[config.mk]
export PLATFORM = sky130hd
export DESIGN_NAME = actr_ram
export DESIGN_NICKNAME = d
export VERILOG_FILES = /design/src/hdl/assert_macros.svh /design/src/hdl/actr_ram.sv
export SDC_FILE = /design/constraint.sdc
export NUM_CORES = 1
export LEC_CHECK = 0
export CAP_MARGIN = 20
export CORE_AREA = 2 2 105 107
export DETAILED_ROUTE_END_ITERATION = 12
export DIE_AREA = 0 0 107 109
export DONT_BUFFER_PORTS = 1
export GPL_TIMING_DRIVEN = 0
export HOLD_SLACK_MARGIN = 0.02
export PLACE_DENSITY = 0.61
export SYNTH_ARGS = -nofsm -noshare
export SYNTH_HDL_FRONTEND = slang
export SYNTH_SLANG_ARGS = --single-unit
[constraint.sdc]
create_clock -name clk -period 3 [get_ports clk]
set_clock_uncertainty 0.05 [all_clocks]
set_input_delay 0.3 -clock clk [delete_from_list [all_inputs] [get_ports clk]]
set_output_delay 0.3 -clock clk [all_outputs]
set_load 0.02 [all_outputs]
[src/hdl/assert_macros.svh]
// ---------------------------------------------------------------------------
// Assertion macros used by the RTL
// ---------------------------------------------------------------------------
`ifndef ASSERT_MACROS_SVH
`define ASSERT_MACROS_SVH
`ifndef ASSERT_OFF
`define ASSERT_CLK(label, clk, rst_n, prop) \
	label: assert property (@(posedge clk) disable iff (!rst_n) prop) \
	else $error("assertion failed");
`define ASSERT_NEVER(label, clk, rst_n, expr) \
	label: assert property (@(posedge clk) disable iff (!rst_n) !(expr)) \
	else $error("forbidden condition");
`else
`define ASSERT_CLK(label, clk, rst_n, prop)
`define ASSERT_NEVER(label, clk, rst_n, expr)
`endif
`endif

[src/hdl/actr_ram.sv]
// ---------------------------------------------------------------------------
// Generic single-port-write RAM
// One write port, one read port, registered read data.
// ---------------------------------------------------------------------------
module actr_ram #(
	parameter int Width = 8,
	parameter int Depth = 16
) (
	input  logic                     clk,
	input  logic                     we,
	input  logic [$clog2(Depth)-1:0] waddr,
	input  logic [Width-1:0]         wdata,
	input  logic [$clog2(Depth)-1:0] raddr,
	output logic [Width-1:0]         rdata
);
	logic [Width-1:0] mem_q [Depth];

	always_ff @(posedge clk) begin
		if (we) mem_q[waddr] <= wdata;
		rdata <= mem_q[raddr];
	end
endmodule

-- Word-level counts from Yosys, hierarchy flattened
Memory sizes are Yosys's and may differ from the RTL's. A register that Yosys moved wholly into a read port is not among the register bits.
Index checks and enable logic that the tools add are counted.
- word-level logic and storage cells: 3
- RAM bits: 128
- output and inout bits: 8
- memories: 1
- input bits: 18
- bits in registers: 0
- memory list (name ; words ; bits a word ; rd ports ; clocked after memory_dff ; write ports ; line ; text):
    mem_q ; 16 ; 8 ; 1 ; 1 ; 1 ; actr_ram.sv:16 ; logic [Width-1:0] mem_q [Depth];
- mux-type cells: 2
- operators by type and width (operator ; count):
    1-bit two-way mux ; 2

-- Longest topological paths before layout
- depth after elaboration: 2
- depth in mapped cells: 5
- gate-level depth less buffers: 3

-- Least setup slack after synthesis
Ideal clock, no wire load.
- kind: input port to flip-flop
- start point: input waddr[2]
- end point: memory mem_q[0][0] (enable)
- slack: 1157 ps
- stages: 2
- library setup time: 383 ps
- path buffers: 0
- data arrival time: 1410 ps
- required time: 2567 ps
- cells stage by stage: or3b_2 nor3_1
- RTL lines (item ; line ; text):
    start: declaration ; actr_ram.sv:11 ; input logic [$clog2(Depth)-1:0] waddr,
    end: declaration ; actr_ram.sv:16 ;
Straight into the memory's write port.

-- Worst setup path in the final report
- start point: input waddr[0]
- end point: memory mem_q[4][3] (enable)
Straight into the memory's write port.

==> qor.txt <==
Crit path buf inv count - 2
Pin count of the biggest net entering global routing - 17
CP max-delay cell - dlygate4sd3_1
Worst-path fanout max - 4
YS warnings - 0
Most frequent cells in the layout - edfxtp_1 (128), mux4_2 (18), a22oi_1 (16), clkbuf_16 (16), mux4_1 (14)
Setup violations, final - 0
WP data arrival - 1790 ps
Initial antenna violation count - 0
GR Overflow Total - 0
Clk sinks - 136
Final wirelength - 9.92 mm
Crit path capture type - flop
Yosys cell types - 19
Setup WS post-layout - 1380 ps
Hpwl dp - 6.05 mm
Commonest non-fill, non-tap cell in the layout - edfxtp_1
Ports - 26
First-pass GRT wire length - 14.7 mm
CP most frequent cell - dlygate4sd3_1
WL/cell - 23.8 um
Die area - 11,700 um^2
Hold slack - 50.7 ps
Core footprint - 10,600 um^2
DRC errors left - 0
Hold crit path type - input port to flop
Worst VDD drop - 0.338 mV
CTS tree - yes
ANT cells - 0
Vias in the first global route - 2,428
TritonRoute pass-1 iters - 4
CP Cell Sequence - dlygate4sd3_1, nor3_1, dlygate4sd3_1
GPL Wtd Cong - 0.704
Final core utilization - 57.1%
Syn Nets - 247
Final slew viol count - 0
Rows - 38
Leakage - 2.01 nW
Post-placement worst setup slack - 1060 ps
DR iter-0 viols - 153
IO Port Bufs - 0
Chip Height - 109 um
Layout cells sized above 1 - 22.5%
Critical Path RT - 3170 ps
H-tree depth - 4
CP Class - input port to flop
Layout area overhead - 17.6%
Slew @ Worst Pin - 838 ps
# Max-Cap Violations - 0
Hold Violations, Final - 0
Cell Area, Synth - 5150 um^2
Die Width - 107 um
RSZ-0062 raised after global routing - false
GRT Resource Usage Total - 18.7%
Clk_lat worst skew - 520 ps
Crit start category - input port
P per Cell Area - 728 nW/um^2
TNS Setup - 0 ps
Setup bufs post-CTS - 0
Gate Count Post-Synth - 229
Synth area leader - edfxtp_1
Cell family with most CP delay - buffers and inverters
Tot Pwr - 0.00441 W
Seq/Total Area, Yosys - 77.8%
Peak Freq - 618 MHz
Post-synth top area share - 74.7%
Vias - 2,363
Final ANT Viol Nets - 0
Avg Inst Size Synth - 22.5 um^2
Min Tclk post-route - 1620 ps
Vias per std cell - 5.68
Clock Path Buffers - 2
Starting Density - 48.5%
CTS Buf Count - 17
Max stage delay on crit path - 630 ps
Synth area leaders - edfxtp_1 (75%), mux4_2 (7.9%), mux4_1 (7.1%)
Worst relative slew slack - 43.9%
# nets final - 281
Crit share post-route - 53.9%
CTS root buffer - clkbuf_8
Yosys reg bits - 136
Reg clk slew, reported paths - 60 ps
Status - finished, final reports clean
cell type report:
type / count / area (um^2)
Fill cell: 772 / 4550
Sequential cell: 136 / 4000
Multi-Input combinational cell: 83 / 1060
Clock buffer: 24 / 480
Tap cell: 140 / 175
Timing Repair Buffer: 15 / 135
Clock inverter: 8 / 118
Buffer: 10 / 86.3
through the flow:
stage                     std cells  area, um^2
final                           416        6060
after global routing            416        6060
after CTS                       416        6060
after detailed placement        373        5350
after global placement          369        5320
after floorplan                 229        5150
sequential cells by signal, summed over array words and instances (netlist names):
signal and count:
mem_q 128, rdata 8
worst min-delay path, stage by stage:
cell and delay [ps]:
mux4_2 150, a22oi_1 70, nand2_1 60
final timing paths:
kind / depth (start not counted) / slack (ps) / end / start
setup / recovery: 3 / 1380 / mem_q[4][3] / waddr[0]
hold / removal: 3 / 50 / rdata[7] / raddr[1]
setup reg to reg: 3 / 1450 / rdata[0] / mem_q[0][0]
hold reg to reg: 3 / 630 / rdata[1] / mem_q[8][1]
metal layers:
layer,global-route usage [%],up-vias,wire length [um]
met2,28.1,78,4790
met1,26.4,1235,4380
met5,0,-,0
li1,-,1039,-
met3,5.02,11,544
met4,7.98,0,204
cell families after synthesis:
group	synth area share, %
compound gates	2.33
flops	77.8
simple gates	3.18
buf+inv	1.68
mux	15.0
cell usage after synthesis:
cell type and instances:
edfxtp_1 128, mux4_2 18, a22oi_1 16, mux4_1 14, nor2_1 13, nand2_1 9, dfxtp_1 8, nor3_1 4
buf_2 3, buf_6 3, clkdlybuf4s25_2 3, nand2b_1 2, nand3b_1 2, and2_1 1, and2b_1 1, buf_4 1
nand3_1 1, nor2b_1 1, or3b_2 1
power breakdown:
part,switching (W),internal (W),total [W]
Clock,0.000723,0.00135,0.00207
Sequential,0.0000270,0.00213,0.00215
Combinational,0.000106,0.0000786,0.000184
timing repair:
item                                   in CTS  in global routing
endpoints found under the hold margin     139                  0
hold buffers                               11                  0
resized for setup                           0                  0
Note: power is estimated with default switching activity, not from simulation.
